File: config.mk
export PLATFORM = sky130hd
export DESIGN_NAME = rtt_gradient_rate_control_core_flat
export DESIGN_NICKNAME = d
export VERILOG_FILES = /design/src/hw/rtl/rgrc_pkg.sv /design/src/hw/rtl/rgrc_channels.sv /design/src/hw/rtl/rtt_gradient_rate_control_core.sv /design/src/hw/rtl/rgrc_mul.sv /design/src/hw/rtl/rgrc_div.sv /design/src/hw/rtl/rgrc_ctrl.sv /design/src/hw/rtl/rgrc_datapath.sv /design/src/flat_wrapper.sv
export SDC_FILE = /design/constraint.sdc
export NUM_CORES = 2
export LEC_CHECK = 0
export ABC_CLOCK_PERIOD_IN_PS = 14100
export BUFFER_PORTS_ARGS = -buffer_cell sky130_fd_sc_hd__buf_2
export CAP_MARGIN = 10
export CORE_UTILIZATION = 35
export DETAILED_ROUTE_END_ITERATION = 8
export GPL_ROUTABILITY_DRIVEN = 0
export PLACE_DENSITY_LB_ADDON = 0.08
export SYNTH_ARGS = -nofsm -noshare
export SYNTH_HDL_FRONTEND = slang
export SYNTH_SLANG_ARGS = --single-unit
File: constraint.sdc
create_clock -name clock -period 14.1 [get_ports clock]
set_clock_uncertainty 0.05 [all_clocks]
set_input_delay 1.41 -clock clock [delete_from_list [all_inputs] [get_ports clock]]
set_output_delay 1.41 -clock clock [all_outputs]
set_load 0.01 [all_outputs]
File: src/hw/rtl/rgrc_pkg.sv
// ----------------------------------------------------------------------------
// RTT gradient rate control package
// Shared types, codes and constants of the rate control core.
// ----------------------------------------------------------------------------
package rgrc_pkg;

   // Configuration register indexes
   typedef enum logic [2:0] {
      CSR_EWMA_WEIGHT  = 3'd0,
      CSR_DECREASE     = 3'd1,
      CSR_ADD_STEP     = 3'd2,
      CSR_LOW_THRESH   = 3'd3,
      CSR_HIGH_THRESH  = 3'd4,
      CSR_HAI_EVENTS   = 3'd5
   } csr_index_type;

   // Reset values of the configuration registers
   localparam logic [15:0] EWMA_WEIGHT_RESET = 16'd6554;
   localparam logic [15:0] DECREASE_RESET    = 16'd32768;
   localparam logic [15:0] ADD_STEP_RESET    = 16'd1500;
   localparam logic [15:0] LOW_THRESH_RESET  = 16'd50;
   localparam logic [15:0] HIGH_THRESH_RESET = 16'd500;
   localparam logic [3:0]  HAI_EVENTS_RESET  = 4'd5;

   localparam logic [15:0] MIN_RTT_RESET = 16'hFFFF;
   localparam logic [3:0]  EVENT_MAX     = 4'hF;
   localparam int          EWMA_SHIFT    = 16;

   // Commands on the input channel
   localparam logic CMD_SAMPLE = 1'b0;
   localparam logic CMD_OPEN   = 1'b1;

   // Action codes of a result
   typedef enum logic [2:0] {
      ACT_KEEP  = 3'd0,
      ACT_LOW   = 3'd1,
      ACT_HIGH  = 3'd2,
      ACT_ADD   = 3'd3,
      ACT_HAI   = 3'd4,
      ACT_GDEC  = 3'd5
   } action_type;

   // Decision made from a sample
   typedef enum logic [1:0] {
      PATH_LOW,
      PATH_HIGH,
      PATH_ADD,
      PATH_GRAD
   } path_type;

   typedef enum logic [1:0] {
      MUL_EWMA,
      MUL_HIGH,
      MUL_GRAD,
      MUL_SCALE
   } mul_sel_type;

   typedef enum logic {
      DIV_HIGH,
      DIV_GRAD
   } div_sel_type;

   typedef enum logic [2:0] {
      RES_KEEP,
      RES_LOW,
      RES_ADD,
      RES_HIGH,
      RES_GZERO,
      RES_GSCALE
   } res_sel_type;

   typedef enum logic [3:0] {
      ST_IDLE,
      ST_CHECK,
      ST_EWMA,
      ST_DECIDE,
      ST_HI_MUL,
      ST_HI_DIV,
      ST_GR_MUL,
      ST_GR_DIV,
      ST_GR_SCALE,
      ST_DONE
   } state_type;

   // Commands from the controller to the datapath
   typedef struct packed {
      logic        load_in;
      logic        mul_go;
      mul_sel_type mul_sel;
      logic        div_go;
      div_sel_type div_sel;
      logic        avg_we;
      logic        decide;
      logic        res_we;
      res_sel_type res_sel;
      logic        out_load;
   } ctrl_cmd_type;

   // Status from the datapath to the controller
   typedef struct packed {
      logic     skip;
      path_type path;
      logic     mul_busy;
      logic     div_busy;
      logic     ratio_big;
      logic     out_free;
   } dp_status_type;

endpackage

File: src/hw/rtl/rgrc_channels.sv
// ----------------------------------------------------------------------------
// RTT gradient rate control channels
// Valid/ready channel interfaces for samples, results and register writes.
// ----------------------------------------------------------------------------
interface rgrc_req_if #(parameter int WINDOW_BITS = 32);
   logic                   valid;
   logic                   ready;
   logic                   command;
   logic [15:0]            rtt_ms;
   logic [WINDOW_BITS-1:0] current_window;

   modport source (output valid, output command, output rtt_ms,
                   output current_window, input ready);
   modport sink (input valid, input command, input rtt_ms,
                 input current_window, output ready);
endinterface

interface rgrc_rsp_if #(parameter int WINDOW_BITS = 32);
   logic                   valid;
   logic                   ready;
   logic [WINDOW_BITS-1:0] new_window;
   logic [2:0]             action;

   modport source (output valid, output new_window, output action, input ready);
   modport sink (input valid, input new_window, input action, output ready);
endinterface

interface rgrc_csr_if;
   logic        valid;
   logic        ready;
   logic [2:0]  index;
   logic [15:0] data;

   modport source (output valid, output index, output data, input ready);
   modport sink (input valid, input index, input data, output ready);
endinterface

File: src/hw/rtl/rtt_gradient_rate_control_core.sv
// ----------------------------------------------------------------------------
// RTT gradient rate control core
// Window controller driven by RTT samples, with a gradient based decrease.
// ----------------------------------------------------------------------------
// Usage:
// Each beat on req_ch carries a command, an RTT sample in milliseconds and
// the current window; each one returns exactly one beat on rsp_ch with the
// new window and the action taken. Registers are written through csr_ch,
// which is always ready; write them only while the core is idle.
// An open-state command or a zero RTT skips the arithmetic. A sample
// first runs the EWMA update on the shift-add multiplier over the
// 16 weight bits; a low or additive step then writes its result directly.
// The high threshold decrease adds a multiply over up to 32 bits and a
// divide over max(WINDOW_BITS+32, FRAC_BITS+42) dividend bits; the
// gradient decrease adds a short multiply, one such divide and, unless the
// ratio is too large, a second short multiply. The shared multiplier and
// the one-bit-per-cycle divider set the pace. One item is worked on at a
// time. Reset restores the register defaults and clears the RTT state.
// When rsp_ch stalls, the finished result waits in the output register and
// the core takes the next sample; it holds its following result until the
// output register is free.
// ----------------------------------------------------------------------------
module rtt_gradient_rate_control_core #(
   parameter int WINDOW_BITS = 32,
   parameter int FRAC_BITS   = 16
) (
   input  logic       clock,
   input  logic       reset,
   rgrc_req_if.sink   req_ch,
   rgrc_rsp_if.source rsp_ch,
   rgrc_csr_if.sink   csr_ch
);

   rgrc_pkg::ctrl_cmd_type  cmd;
   rgrc_pkg::dp_status_type status;

   assign csr_ch.ready = 1'b1;

   rgrc_ctrl u_ctrl (
      .clock     (clock),
      .reset     (reset),
      .req_valid (req_ch.valid),
      .req_ready (req_ch.ready),
      .status    (status),
      .cmd       (cmd)
   );

   rgrc_datapath #(
      .WINDOW_BITS (WINDOW_BITS),
      .FRAC_BITS   (FRAC_BITS)
   ) u_datapath (
      .clock              (clock),
      .reset              (reset),
      .req_command        (req_ch.command),
      .req_rtt_ms         (req_ch.rtt_ms),
      .req_current_window (req_ch.current_window[WINDOW_BITS-1:0]),
      .csr_valid          (csr_ch.valid),
      .csr_index          (csr_ch.index),
      .csr_data           (csr_ch.data),
      .rsp_ready          (rsp_ch.ready),
      .rsp_valid          (rsp_ch.valid),
      .rsp_new_window     (rsp_ch.new_window),
      .rsp_action         (rsp_ch.action),
      .cmd                (cmd),
      .status             (status)
   );

endmodule

File: src/hw/rtl/rgrc_mul.sv
// ----------------------------------------------------------------------------
// RTT gradient rate control multiplier
// Shift-add multiplier, one multiplier bit per cycle, stops early when the
// remaining multiplier bits are zero.
// ----------------------------------------------------------------------------
module rgrc_mul #(
   parameter int PW = 64,
   parameter int BW = 32
) (
   input  logic          clock,
   input  logic          reset,
   input  logic          go,
   input  logic [PW-1:0] a,
   input  logic [BW-1:0] b,
   output logic          busy,
   output logic [PW-1:0] product
);

   logic          busy_ff, busy_in;
   logic [PW-1:0] acc_ff, acc_in;
   logic [PW-1:0] a_ff, a_in;
   logic [BW-1:0] b_ff, b_in;

   // One partial product is added per cycle
   always_comb begin
      busy_in = busy_ff;
      acc_in  = acc_ff;
      a_in    = a_ff;
      b_in    = b_ff;
      if (go) begin
         busy_in = 1'b1;
         acc_in  = '0;
         a_in    = a;
         b_in    = b;
      end else if (busy_ff) begin
         if (b_ff == '0) begin
            busy_in = 1'b0;
         end else begin
            if (b_ff[0]) begin
               acc_in = acc_ff + a_ff;
            end
            a_in = {a_ff[PW-2:0], 1'b0};
            b_in = {1'b0, b_ff[BW-1:1]};
         end
      end
   end

   always_ff @(posedge clock) begin
      if (reset) begin
         busy_ff <= 1'b0;
      end else begin
         busy_ff <= busy_in;
      end
      acc_ff <= acc_in;
      a_ff   <= a_in;
      b_ff   <= b_in;
   end

   assign busy    = busy_ff;
   assign product = acc_ff;

endmodule

File: src/hw/rtl/rgrc_div.sv
// ----------------------------------------------------------------------------
// RTT gradient rate control divider
// Restoring divider, one quotient bit per cycle over the dividend width.
// ----------------------------------------------------------------------------
module rgrc_div #(
   parameter int DW = 64,
   parameter int VW = 32
) (
   input  logic          clock,
   input  logic          reset,
   input  logic          go,
   input  logic [DW-1:0] dividend,
   input  logic [VW-1:0] divisor,
   output logic          busy,
   output logic [DW-1:0] quotient
);

   localparam int CW = $clog2(DW + 1);

   logic          busy_ff, busy_in;
   logic [CW-1:0] cnt_ff, cnt_in;
   logic [DW-1:0] quo_ff, quo_in;
   logic [VW-1:0] rem_ff, rem_in;
   logic [VW-1:0] dvs_ff, dvs_in;
   logic [VW:0]   rem_sh;
   logic [VW:0]   rem_sub;

   assign rem_sh  = {rem_ff, quo_ff[DW-1]};
   assign rem_sub = rem_sh - {1'b0, dvs_ff};

   // Shift in one dividend bit and try a subtraction each cycle
   always_comb begin
      busy_in = busy_ff;
      cnt_in  = cnt_ff;
      quo_in  = quo_ff;
      rem_in  = rem_ff;
      dvs_in  = dvs_ff;
      if (go) begin
         busy_in = 1'b1;
         cnt_in  = CW'(DW);
         quo_in  = dividend;
         rem_in  = '0;
         dvs_in  = divisor;
      end else if (busy_ff) begin
         if (rem_sh >= {1'b0, dvs_ff}) begin
            rem_in = rem_sub[VW-1:0];
            quo_in = {quo_ff[DW-2:0], 1'b1};
         end else begin
            rem_in = rem_sh[VW-1:0];
            quo_in = {quo_ff[DW-2:0], 1'b0};
         end
         cnt_in = cnt_ff - CW'(1);
         if (cnt_ff == CW'(1)) begin
            busy_in = 1'b0;
         end
      end
   end

   always_ff @(posedge clock) begin
      if (reset) begin
         busy_ff <= 1'b0;
         cnt_ff  <= '0;
      end else begin
         busy_ff <= busy_in;
         cnt_ff  <= cnt_in;
      end
      quo_ff <= quo_in;
      rem_ff <= rem_in;
      dvs_ff <= dvs_in;
   end

   assign busy     = busy_ff;
   assign quotient = quo_ff;

endmodule

File: src/hw/rtl/rgrc_ctrl.sv
// ----------------------------------------------------------------------------
// RTT gradient rate control controller
// Sequences one sample through the EWMA update, the decision and the
// multiply and divide steps of the chosen window update.
// ----------------------------------------------------------------------------
module rgrc_ctrl (
   input  logic                   clock,
   input  logic                   reset,
   input  logic                   req_valid,
   output logic                   req_ready,
   input  rgrc_pkg::dp_status_type status,
   output rgrc_pkg::ctrl_cmd_type  cmd
);

   rgrc_pkg::state_type state_ff, state_in;

   // Next state
   always_comb begin
      state_in = state_ff;
      unique case (state_ff)
         rgrc_pkg::ST_IDLE: begin
            if (req_valid) state_in = rgrc_pkg::ST_CHECK;
         end
         rgrc_pkg::ST_CHECK: begin
            state_in = status.skip ? rgrc_pkg::ST_DONE : rgrc_pkg::ST_EWMA;
         end
         rgrc_pkg::ST_EWMA: begin
            if (!status.mul_busy) state_in = rgrc_pkg::ST_DECIDE;
         end
         rgrc_pkg::ST_DECIDE: begin
            unique case (status.path)
               rgrc_pkg::PATH_HIGH: state_in = rgrc_pkg::ST_HI_MUL;
               rgrc_pkg::PATH_GRAD: state_in = rgrc_pkg::ST_GR_MUL;
               default:             state_in = rgrc_pkg::ST_DONE;
            endcase
         end
         rgrc_pkg::ST_HI_MUL: begin
            if (!status.mul_busy) state_in = rgrc_pkg::ST_HI_DIV;
         end
         rgrc_pkg::ST_HI_DIV: begin
            if (!status.div_busy) state_in = rgrc_pkg::ST_DONE;
         end
         rgrc_pkg::ST_GR_MUL: begin
            if (!status.mul_busy) state_in = rgrc_pkg::ST_GR_DIV;
         end
         rgrc_pkg::ST_GR_DIV: begin
            if (!status.div_busy) begin
               state_in = status.ratio_big ? rgrc_pkg::ST_DONE : rgrc_pkg::ST_GR_SCALE;
            end
         end
         rgrc_pkg::ST_GR_SCALE: begin
            if (!status.mul_busy) state_in = rgrc_pkg::ST_DONE;
         end
         rgrc_pkg::ST_DONE: begin
            if (status.out_free) state_in = rgrc_pkg::ST_IDLE;
         end
         default: state_in = rgrc_pkg::ST_IDLE;
      endcase
   end

   // Outputs
   always_comb begin
      cmd       = '0;
      req_ready = 1'b0;
      unique case (state_ff)
         rgrc_pkg::ST_IDLE: begin
            req_ready   = 1'b1;
            cmd.load_in = req_valid;
         end
         rgrc_pkg::ST_CHECK: begin
            if (status.skip) begin
               cmd.res_we  = 1'b1;
               cmd.res_sel = rgrc_pkg::RES_KEEP;
            end else begin
               cmd.mul_go  = 1'b1;
               cmd.mul_sel = rgrc_pkg::MUL_EWMA;
            end
         end
         rgrc_pkg::ST_EWMA: begin
            cmd.avg_we = !status.mul_busy;
         end
         rgrc_pkg::ST_DECIDE: begin
            cmd.decide = 1'b1;
            unique case (status.path)
               rgrc_pkg::PATH_LOW: begin
                  cmd.res_we  = 1'b1;
                  cmd.res_sel = rgrc_pkg::RES_LOW;
               end
               rgrc_pkg::PATH_ADD: begin
                  cmd.res_we  = 1'b1;
                  cmd.res_sel = rgrc_pkg::RES_ADD;
               end
               rgrc_pkg::PATH_HIGH: begin
                  cmd.mul_go  = 1'b1;
                  cmd.mul_sel = rgrc_pkg::MUL_HIGH;
               end
               default: begin
                  cmd.mul_go  = 1'b1;
                  cmd.mul_sel = rgrc_pkg::MUL_GRAD;
               end
            endcase
         end
         rgrc_pkg::ST_HI_MUL: begin
            cmd.div_go  = !status.mul_busy;
            cmd.div_sel = rgrc_pkg::DIV_HIGH;
         end
         rgrc_pkg::ST_HI_DIV: begin
            cmd.res_we  = !status.div_busy;
            cmd.res_sel = rgrc_pkg::RES_HIGH;
         end
         rgrc_pkg::ST_GR_MUL: begin
            cmd.div_go  = !status.mul_busy;
            cmd.div_sel = rgrc_pkg::DIV_GRAD;
         end
         rgrc_pkg::ST_GR_DIV: begin
            if (!status.div_busy) begin
               if (status.ratio_big) begin
                  cmd.res_we  = 1'b1;
                  cmd.res_sel = rgrc_pkg::RES_GZERO;
               end else begin
                  cmd.mul_go  = 1'b1;
                  cmd.mul_sel = rgrc_pkg::MUL_SCALE;
               end
            end
         end
         rgrc_pkg::ST_GR_SCALE: begin
            cmd.res_we  = !status.mul_busy;
            cmd.res_sel = rgrc_pkg::RES_GSCALE;
         end
         rgrc_pkg::ST_DONE: begin
            cmd.out_load = status.out_free;
         end
         default: begin
            req_ready = 1'b0;
         end
      endcase
   end

   always_ff @(posedge clock) begin
      if (reset) begin
         state_ff <= rgrc_pkg::ST_IDLE;
      end else begin
         state_ff <= state_in;
      end
   end

endmodule

File: src/hw/rtl/rgrc_datapath.sv
// ----------------------------------------------------------------------------
// RTT gradient rate control datapath
// Holds the configuration and RTT state, the shared multiplier and divider,
// the result selection and the output register.
// ----------------------------------------------------------------------------
module rgrc_datapath #(
   parameter int WINDOW_BITS = 32,
   parameter int FRAC_BITS   = 16
) (
   input  logic                    clock,
   input  logic                    reset,
   input  logic                    req_command,
   input  logic [15:0]             req_rtt_ms,
   input  logic [WINDOW_BITS-1:0]  req_current_window,
   input  logic                    csr_valid,
   input  logic [2:0]              csr_index,
   input  logic [15:0]             csr_data,
   input  logic                    rsp_ready,
   output logic                    rsp_valid,
   output logic [WINDOW_BITS-1:0]  rsp_new_window,
   output logic [2:0]              rsp_action,
   input  rgrc_pkg::ctrl_cmd_type   cmd,
   output rgrc_pkg::dp_status_type  status
);

   localparam int W     = WINDOW_BITS;
   localparam int AVG_W = FRAC_BITS + 24;
   localparam int EW    = AVG_W + 2;
   localparam int PW    = (W + 32 > FRAC_BITS + 42) ? W + 32 : FRAC_BITS + 42;
   localparam int VW    = (FRAC_BITS + 16 > 32) ? FRAC_BITS + 16 : 32;
   localparam int BW    = 32;
   localparam int SW    = W + 4;

   // Configuration registers
   logic [15:0] weight_ff, beta_ff, step_ff, low_ff, high_ff;
   logic [3:0]  hai_ff;

   // RTT state
   logic [15:0]             min_ff, prev_ff;
   logic                    prev_valid_ff;
   logic signed [AVG_W-1:0] avg_ff;
   logic [3:0]              ec_ff, ec_inc;

   // Item held while it is worked on
   logic                    cmd_ff;
   logic [15:0]             rtt_ff;
   logic [W-1:0]            cw_ff;
   logic signed [EW-1:0]    e_ff;
   logic signed [EW-1:0]    e_calc;
   logic signed [16:0]      diff;

   // Pending result and output register
   logic [W-1:0]            nw_ff;
   rgrc_pkg::action_type    act_ff;
   logic                    rsp_valid_ff;
   logic [W-1:0]            rsp_nw_ff;
   rgrc_pkg::action_type    rsp_act_ff;

   logic                    mul_busy, div_busy;
   logic [PW-1:0]           mul_a, product, quotient;
   logic [BW-1:0]           mul_b;
   logic [VW-1:0]           divisor;
   logic [31:0]             hi_cut, hi_num;
   logic [16:0]             scale_b;
   logic [18:0]             inc1, inc5;
   logic                    hai;
   logic [SW-1:0]           sum_low, sum_add;
   logic [W-1:0]            sat_low, sat_add;
   rgrc_pkg::path_type      path;

   // Difference to the previous sample in Q.FRAC, less the running average
   assign diff   = prev_valid_ff ? $signed({1'b0, req_rtt_ms}) - $signed({1'b0, prev_ff})
                                 : 17'sd0;
   assign e_calc = ($signed(EW'(diff)) <<< FRAC_BITS) - $signed(EW'(avg_ff));

   // Decision for a sample, taken after the average is updated
   always_comb begin
      if (rtt_ff < low_ff) begin
         path = rgrc_pkg::PATH_LOW;
      end else if (rtt_ff > high_ff) begin
         path = rgrc_pkg::PATH_HIGH;
      end else if (avg_ff <= 0) begin
         path = rgrc_pkg::PATH_ADD;
      end else begin
         path = rgrc_pkg::PATH_GRAD;
      end
   end

   // High threshold factor numerator, 65536*rtt - beta*(rtt-high)
   assign hi_cut = beta_ff * (rtt_ff - high_ff);
   assign hi_num = {rtt_ff, 16'h0000} - hi_cut;
   assign scale_b = 17'h10000 - {1'b0, quotient[15:0]};

   // Multiplier operand selection
   always_comb begin
      unique case (cmd.mul_sel)
         rgrc_pkg::MUL_EWMA: begin
            mul_a = PW'(e_ff);
            mul_b = BW'(weight_ff);
         end
         rgrc_pkg::MUL_HIGH: begin
            mul_a = PW'(cw_ff);
            mul_b = hi_num;
         end
         rgrc_pkg::MUL_GRAD: begin
            mul_a = PW'(unsigned'(avg_ff));
            mul_b = BW'(beta_ff);
         end
         default: begin
            mul_a = PW'(cw_ff);
            mul_b = BW'(scale_b);
         end
      endcase
   end

   // Sign extension of the difference term into the product width
   rgrc_mul #(.PW(PW), .BW(BW)) u_mul (
      .clock   (clock),
      .reset   (reset),
      .go      (cmd.mul_go),
      .a       ((cmd.mul_sel == rgrc_pkg::MUL_EWMA) ? {{(PW-EW){e_ff[EW-1]}}, e_ff} : mul_a),
      .b       (mul_b),
      .busy    (mul_busy),
      .product (product)
   );

   assign divisor = (cmd.div_sel == rgrc_pkg::DIV_HIGH) ? VW'({rtt_ff, 16'h0000})
                                                       : VW'({min_ff, {FRAC_BITS{1'b0}}});

   rgrc_div #(.DW(PW), .VW(VW)) u_div (
      .clock    (clock),
      .reset    (reset),
      .go       (cmd.div_go),
      .dividend (product),
      .divisor  (divisor),
      .busy     (div_busy),
      .quotient (quotient)
   );

   // Additive steps with saturation at the window maximum
   assign ec_inc  = (ec_ff == rgrc_pkg::EVENT_MAX) ? ec_ff : ec_ff + 4'd1;
   assign hai     = (ec_inc >= hai_ff);
   assign inc1    = 19'(step_ff);
   assign inc5    = {1'b0, step_ff, 2'b00} + inc1;
   assign sum_low = SW'(cw_ff) + SW'(inc1);
   assign sum_add = SW'(cw_ff) + SW'(hai ? inc5 : inc1);
   assign sat_low = (sum_low[SW-1:W] != '0) ? {W{1'b1}} : sum_low[W-1:0];
   assign sat_add = (sum_add[SW-1:W] != '0) ? {W{1'b1}} : sum_add[W-1:0];

   // Configuration writes
   always_ff @(posedge clock) begin
      if (reset) begin
         weight_ff <= rgrc_pkg::EWMA_WEIGHT_RESET;
         beta_ff   <= rgrc_pkg::DECREASE_RESET;
         step_ff   <= rgrc_pkg::ADD_STEP_RESET;
         low_ff    <= rgrc_pkg::LOW_THRESH_RESET;
         high_ff   <= rgrc_pkg::HIGH_THRESH_RESET;
         hai_ff    <= rgrc_pkg::HAI_EVENTS_RESET;
      end else if (csr_valid) begin
         unique case (csr_index)
            rgrc_pkg::CSR_EWMA_WEIGHT: weight_ff <= csr_data;
            rgrc_pkg::CSR_DECREASE:    beta_ff   <= csr_data;
            rgrc_pkg::CSR_ADD_STEP:    step_ff   <= csr_data;
            rgrc_pkg::CSR_LOW_THRESH:  low_ff    <= csr_data;
            rgrc_pkg::CSR_HIGH_THRESH: high_ff   <= csr_data;
            rgrc_pkg::CSR_HAI_EVENTS:  hai_ff    <= csr_data[3:0];
            default: ;
         endcase
      end
   end

   // RTT state updates
   always_ff @(posedge clock) begin
      if (reset) begin
         min_ff        <= rgrc_pkg::MIN_RTT_RESET;
         prev_ff       <= '0;
         prev_valid_ff <= 1'b0;
         avg_ff        <= '0;
         ec_ff         <= '0;
      end else begin
         if (cmd.load_in) begin
            if (req_command != rgrc_pkg::CMD_SAMPLE) begin
               min_ff <= rgrc_pkg::MIN_RTT_RESET;
            end else if (req_rtt_ms != '0) begin
               if (req_rtt_ms < min_ff) min_ff <= req_rtt_ms;
               prev_ff       <= req_rtt_ms;
               prev_valid_ff <= 1'b1;
            end
         end
         if (cmd.avg_we) begin
            avg_ff <= avg_ff + $signed(product[AVG_W+rgrc_pkg::EWMA_SHIFT-1:rgrc_pkg::EWMA_SHIFT]);
         end
         if (cmd.decide) begin
            ec_ff <= (path == rgrc_pkg::PATH_ADD) ? ec_inc : 4'd0;
         end
      end
   end

   // Item and pending result registers
   always_ff @(posedge clock) begin
      if (cmd.load_in) begin
         cmd_ff <= req_command;
         rtt_ff <= req_rtt_ms;
         cw_ff  <= req_current_window;
         e_ff   <= e_calc;
      end
      if (cmd.res_we) begin
         unique case (cmd.res_sel)
            rgrc_pkg::RES_KEEP: begin
               nw_ff  <= cw_ff;
               act_ff <= rgrc_pkg::ACT_KEEP;
            end
            rgrc_pkg::RES_LOW: begin
               nw_ff  <= sat_low;
               act_ff <= rgrc_pkg::ACT_LOW;
            end
            rgrc_pkg::RES_ADD: begin
               nw_ff  <= sat_add;
               act_ff <= hai ? rgrc_pkg::ACT_HAI : rgrc_pkg::ACT_ADD;
            end
            rgrc_pkg::RES_HIGH: begin
               nw_ff  <= quotient[W-1:0];
               act_ff <= rgrc_pkg::ACT_HIGH;
            end
            rgrc_pkg::RES_GZERO: begin
               nw_ff  <= '0;
               act_ff <= rgrc_pkg::ACT_GDEC;
            end
            default: begin
               nw_ff  <= product[W+15:16];
               act_ff <= rgrc_pkg::ACT_GDEC;
            end
         endcase
      end
   end

   // Output register
   always_ff @(posedge clock) begin
      if (reset) begin
         rsp_valid_ff <= 1'b0;
      end else if (cmd.out_load) begin
         rsp_valid_ff <= 1'b1;
      end else if (rsp_ready) begin
         rsp_valid_ff <= 1'b0;
      end
      if (cmd.out_load) begin
         rsp_nw_ff  <= nw_ff;
         rsp_act_ff <= act_ff;
      end
   end

   assign rsp_valid      = rsp_valid_ff;
   assign rsp_new_window = rsp_nw_ff;
   assign rsp_action     = rsp_act_ff;

   assign status.skip      = (cmd_ff != rgrc_pkg::CMD_SAMPLE) || (rtt_ff == '0);
   assign status.path      = path;
   assign status.mul_busy  = mul_busy;
   assign status.div_busy  = div_busy;
   assign status.ratio_big = (quotient[PW-1:16] != '0);
   assign status.out_free  = !rsp_valid_ff || rsp_ready;

   // The multiplier and the divider are never started on top of each other
   a_units_exclusive: assert property (@(posedge clock) disable iff (reset)
      !(mul_busy && div_busy))
      else $error("multiplier and divider busy together");

   // The minimum RTT used as a divisor is never zero
   a_min_nonzero: assert property (@(posedge clock) disable iff (reset)
      min_ff != '0)
      else $error("minimum RTT is zero");

   // A result is only loaded into a free output register
   a_out_free: assert property (@(posedge clock) disable iff (reset)
      cmd.out_load |-> (!rsp_valid_ff || rsp_ready))
      else $error("result overwrote a pending output");

   // A loaded result is presented on the next cycle
   a_out_shown: assert property (@(posedge clock) disable iff (reset)
      cmd.out_load |=> rsp_valid_ff)
      else $error("loaded result not shown");

endmodule

File: src/flat_wrapper.sv
// flat-port wrapper written by rule: the top's interface ports become plain ports
module rtt_gradient_rate_control_core_flat 
#(
   parameter int WINDOW_BITS = 32,
   parameter int FRAC_BITS   = 16
)
  (clock, reset, req_ch_valid, req_ch_command, req_ch_rtt_ms, req_ch_current_window, req_ch_ready, rsp_ch_valid, rsp_ch_new_window, rsp_ch_action, rsp_ch_ready, csr_ch_valid, csr_ch_index, csr_ch_data, csr_ch_ready);
  rgrc_req_if #(.WINDOW_BITS(WINDOW_BITS)) req_ch_i ();
  rgrc_rsp_if #(.WINDOW_BITS(WINDOW_BITS)) rsp_ch_i ();
  rgrc_csr_if csr_ch_i ();
  input  logic clock;
  input  logic reset;
  input wire logic [$bits(req_ch_i.valid)-1:0] req_ch_valid;
  input wire logic [$bits(req_ch_i.command)-1:0] req_ch_command;
  input wire logic [$bits(req_ch_i.rtt_ms)-1:0] req_ch_rtt_ms;
  input wire logic [$bits(req_ch_i.current_window)-1:0] req_ch_current_window;
  output wire logic [$bits(req_ch_i.ready)-1:0] req_ch_ready;
  output wire logic [$bits(rsp_ch_i.valid)-1:0] rsp_ch_valid;
  output wire logic [$bits(rsp_ch_i.new_window)-1:0] rsp_ch_new_window;
  output wire logic [$bits(rsp_ch_i.action)-1:0] rsp_ch_action;
  input wire logic [$bits(rsp_ch_i.ready)-1:0] rsp_ch_ready;
  input wire logic [$bits(csr_ch_i.valid)-1:0] csr_ch_valid;
  input wire logic [$bits(csr_ch_i.index)-1:0] csr_ch_index;
  input wire logic [$bits(csr_ch_i.data)-1:0] csr_ch_data;
  output wire logic [$bits(csr_ch_i.ready)-1:0] csr_ch_ready;
  assign req_ch_i.valid = req_ch_valid;
  assign req_ch_i.command = req_ch_command;
  assign req_ch_i.rtt_ms = req_ch_rtt_ms;
  assign req_ch_i.current_window = req_ch_current_window;
  assign req_ch_ready = req_ch_i.ready;
  assign rsp_ch_valid = rsp_ch_i.valid;
  assign rsp_ch_new_window = rsp_ch_i.new_window;
  assign rsp_ch_action = rsp_ch_i.action;
  assign rsp_ch_i.ready = rsp_ch_ready;
  assign csr_ch_i.valid = csr_ch_valid;
  assign csr_ch_i.index = csr_ch_index;
  assign csr_ch_i.data = csr_ch_data;
  assign csr_ch_ready = csr_ch_i.ready;
  rtt_gradient_rate_control_core #(.WINDOW_BITS(WINDOW_BITS), .FRAC_BITS(FRAC_BITS)) u_core (.clock(clock), .reset(reset), .req_ch(req_ch_i), .rsp_ch(rsp_ch_i), .csr_ch(csr_ch_i));
endmodule
==> results.yml <==
global_routing:
  grt_use_total: 0.246
  grt_pass1_vias: 39000
  antenna_found_initial: 2
  grt_pass1_wl_um: 254000
  gr-total-overflow: 0
  grt_max_degree: 82
place:
  dp_hpwl_um: 128000
  postPlaceCellArea_sq_mm: 0.0499
  io_buffers: 109
hold_path:
  hold_depth: 0
  hold_path_class: "flip-flop to flip-flop"
  hold_end: "u_core.u_datapath.rsp_new_window[18]"
  hp-start: "u_core.u_datapath.nw_ff[18]"
synthesis:
  ys_seq_elements: 607
  ys_seq_area_frac: 0.327
  synth_cell_types: 87
  synth_xor_area_frac: 0.0452
  synth-simple-area-share: 0.184
  syn_area_sq_mm: 0.0474
  ys_async_sr_fraction: 0
  synth_fa_ha_area_frac: 0.199
  synthCells: 5431
  syn_avg_cell_area_sq_um: 8.74
  ys_warn_count: 0
  ys.flop_type: "edfxtp_1"
  syn-num-nets: 6118
  synth_mux_area_frac: 0.0114
  synth_top_family_by_area: "adder cells"
  synth_compound_gate_area_share: 0.173
  synth_edf_count: 336
clock_network:
  cts_htree_levels: 3
  numCtsBuffers: 75
  post_cts_resize_count: 0
  clkTransAtPathRegs_ns: 0.07
  cts_hold_buf: 0
  cts_root_buf: "clkbuf_16"
  clock_path_buffers: 3
  clock-sinks: 607
  cts_tree: "yes"
  clk_latency_ns: 0.67
  post_cts_buffers: 0
timing:
  fin_hold_ws_ns: 0.371
  setup_violations: 0
  hold_viol: 0
  max_clock_freq_mhz: 112
  slew_viol_final: 0
  relSlewSlack: 0.156
  rsz0062_at_grt: "false"
  min_period_ns: 8.90
  worstMarginPinSlew_ns: 1.25
  fin_crit_sh: 0.631
  setup-tns-final_ns: 0
power_and_ir_drop:
  p_leak_nw: 21.9
  max-vdd-ir-drop_mv: 0.148
  p_per_area_mw_per_mm2: 184
setup_path:
  cpMostUsedCell: "fa_1"
  crit_type: "flip-flop to flip-flop"
  cp-start-kind: "flip-flop"
  r2r-start: "u_core.u_datapath.rtt_ff[0]"
  required_ns: 14.47
  reg2regPathDepth: 33
  r2r_setup_slack_ns: 5.20
  slowest_stage: "fa_1"
  path_max_fanout: 16
  endpoint_kind: "flip-flop"
  worstPathArrival_ns: 9.27
  slowest_delay_ns: 0.57
  r2r_end: "u_core.u_datapath.u_mul.b_ff[30]"
route:
  wirelength_um: 169000
  dr.pass1.iters: 6
  ant_nets: 0
  drc: 0
  routed_via_density: 5.43
  met2_length_um: 78500
  wirelength_met1_um: 76600
  drtIter0Drc: 2902
  dr_wl_met3_um: 7640
  dr_total_vias: 39500
  post_drt_wl_per_cell_um: 23.2
  top_layer: "met4"
floorplanning:
  num_io_pins: 111
  core_sq_mm: 0.134
  die_area_sq_mm: 0.137
  start_util: 0.354
  die_w_um: 370
  die_h_um: 370
  rows: 134
flow_run:
  cap_viol_max_count: 0
cells_and_area:
  utilization: 0.391
  area_delta_synth_final_pct: 10.4
  fillCellCount: 13800
  drive_above_1_share: 0.0641
  final_nets: 6135
  final_area_sq_mm: 0.0524
run_status:
  status: "completed"
cells in the final DEF (no fill, tap or decap), types with 42 or more instances in the layout:
cell / count
inv_1: 518
clkbuf_16: 79
nand2b_1: 72
o21a_1: 48
and2_1: 169
nand3_1: 64
buf_2: 108
nor2_1: 346
nor4_1: 60
ha_1: 381
a21o_1: 135
o21ai_0: 239
o21bai_1: 42
dfxtp_1: 270
buf_4: 74
xor2_1: 80
mux2i_1: 44
nand4_1: 42
nand2_1: 792
a31oi_1: 50
a21oi_1: 470
edfxtp_1: 336
nor3_1: 88
nor2b_1: 47
xnor2_1: 165
fa_1: 233
synthesized netlist by cell type, types with 9 or more instances:
cell type / n / area share
a211o_1: 11 / 0.0020
a211oi_1: 32 / 0.0051
a21boi_0: 15 / 0.0024
a21o_1: 135 / 0.021
a21oi_1: 472 / 0.050
a221oi_1: 10 / 0.0018
a222oi_1: 37 / 0.0078
a22oi_1: 9 / 0.0014
a31oi_1: 51 / 0.0067
a41oi_1: 16 / 0.0030
and2_1: 170 / 0.022
and3_1: 41 / 0.0054
and4_1: 9 / 0.0017
buf_2: 20 / 0.0021
clkbuf_1: 214 / 0.017
dfxtp_1: 271 / 0.11
edfxtp_1: 336 / 0.21
fa_1: 233 / 0.098
ha_1: 381 / 0.10
inv_1: 521 / 0.041
mux2_2: 9 / 0.0021
mux2i_1: 44 / 0.0093
nand2_1: 795 / 0.063
nand2b_1: 72 / 0.0095
nand3_1: 65 / 0.0069
nand3b_1: 34 / 0.0054
nand4_1: 42 / 0.0055
nor2_1: 349 / 0.028
nor2b_1: 48 / 0.0063
nor3_1: 90 / 0.0095
nor3b_1: 14 / 0.0022
nor4_1: 61 / 0.0080
o211ai_1: 27 / 0.0043
o21a_1: 48 / 0.0076
o21ai_0: 240 / 0.025
o21bai_1: 42 / 0.0066
o22ai_1: 13 / 0.0017
o31ai_1: 18 / 0.0028
or3_1: 25 / 0.0033
or4_1: 9 / 0.0014
xnor2_1: 165 / 0.030
xor2_1: 80 / 0.015
layout make-up:
class / count / area [sq um] / area share
inverters: 521 / 1960 / 0.0374
clock buffers: 99 / 2100 / 0.0401
well taps: 1768 / 2210 / 0.0422
multi-input cells: 4060 / 29100 / 0.556
repair buffers: 183 / 1110 / 0.0211
diodes: 3 / 7.51 / 0.000143
flip-flops and latches: 607 / 15500 / 0.296
clock inverters: 39 / 352 / 0.00671
state kept, by name, summed over array words and instances, names as in the netlist, 32 cells and up:
name and count:
u_core.u_datapath.u_div.quotient 64, u_core.u_datapath.u_mul.a_ff 64, u_core.u_datapath.u_mul.product 64, u_core.u_datapath.e_ff 41, u_core.u_datapath.avg_ff 40, u_core.u_datapath.cw_ff 32
u_core.u_datapath.nw_ff 32, u_core.u_datapath.rsp_new_window 32, u_core.u_datapath.u_div.rem_ff 32, u_core.u_datapath.u_mul.b_ff 32
critical path, delay by kind of cell, from the launching register on:
kind	cells	cell delay (ns)
fa+ha+maj	9	3.95
compound gates	12	2.91
simple gates	6	0.54
flops	1	0.47
buf+inv	4	0.46
mux	1	0.16
xor+xnor	1	0.13
stage by stage:
stage                     std cells  power, mW  worst slack [ns]
after CTS                      7276       9.70              4.99
final                          7280       9.64              5.20
after detailed placement       7138       7.65              5.00
after global placement         7138       7.67              5.12
after global routing           7277       10.4              4.67
after floorplan                5431       6.14              5.69
worst max-delay path by stage:
stage | from | endpoint | slack, ns | cells after the start
floorplan | u_core.u_datapath.rtt_ff[0] | u_core.u_datapath.u_mul.b_ff[30] | 5.69 | 34
finish | u_core.u_datapath.rtt_ff[0] | u_core.u_datapath.u_mul.b_ff[30] | 5.20 | 33
global route | u_core.u_datapath.rtt_ff[0] | u_core.u_datapath.u_mul.b_ff[30] | 4.67 | 33
global placement | u_core.u_datapath.rtt_ff[0] | u_core.u_datapath.u_mul.b_ff[30] | 5.12 | 29
detailed placement | u_core.u_datapath.rtt_ff[0] | u_core.u_datapath.u_mul.b_ff[30] | 5.00 | 29
CTS | u_core.u_datapath.rtt_ff[0] | u_core.u_datapath.u_mul.b_ff[30] | 4.99 | 29
kinds of logic after synthesis:
logic type / Yosys count
mux: 53
flops: 607
simple gates: 1855
compound gates: 1292
fa+ha+maj: 614
other cells: 1
xor+xnor: 245
buf+inv: 764
power by group:
| part | switching, mW | leakage, nW | total [mW] | internal (mW) |
|---|---|---|---|---|
| clock network | 0.831 | 1.20 | 1.99 | 1.16 |
| logic | 3.01 | 15.4 | 4.93 | 1.92 |
| registers | 0.381 | 5.33 | 2.72 | 2.34 |
metal layers:
| metal | up-vias | track usage |
|---|---|---|
| li1 | 18900 | - |
| met1 | 19400 | 0.330 |
| met2 | 938 | 0.405 |
| met3 | 209 | 0.0263 |
| met4 | 0 | 0.0948 |
| met5 | - | 0 |
Power figures use the tool's default switching activity.
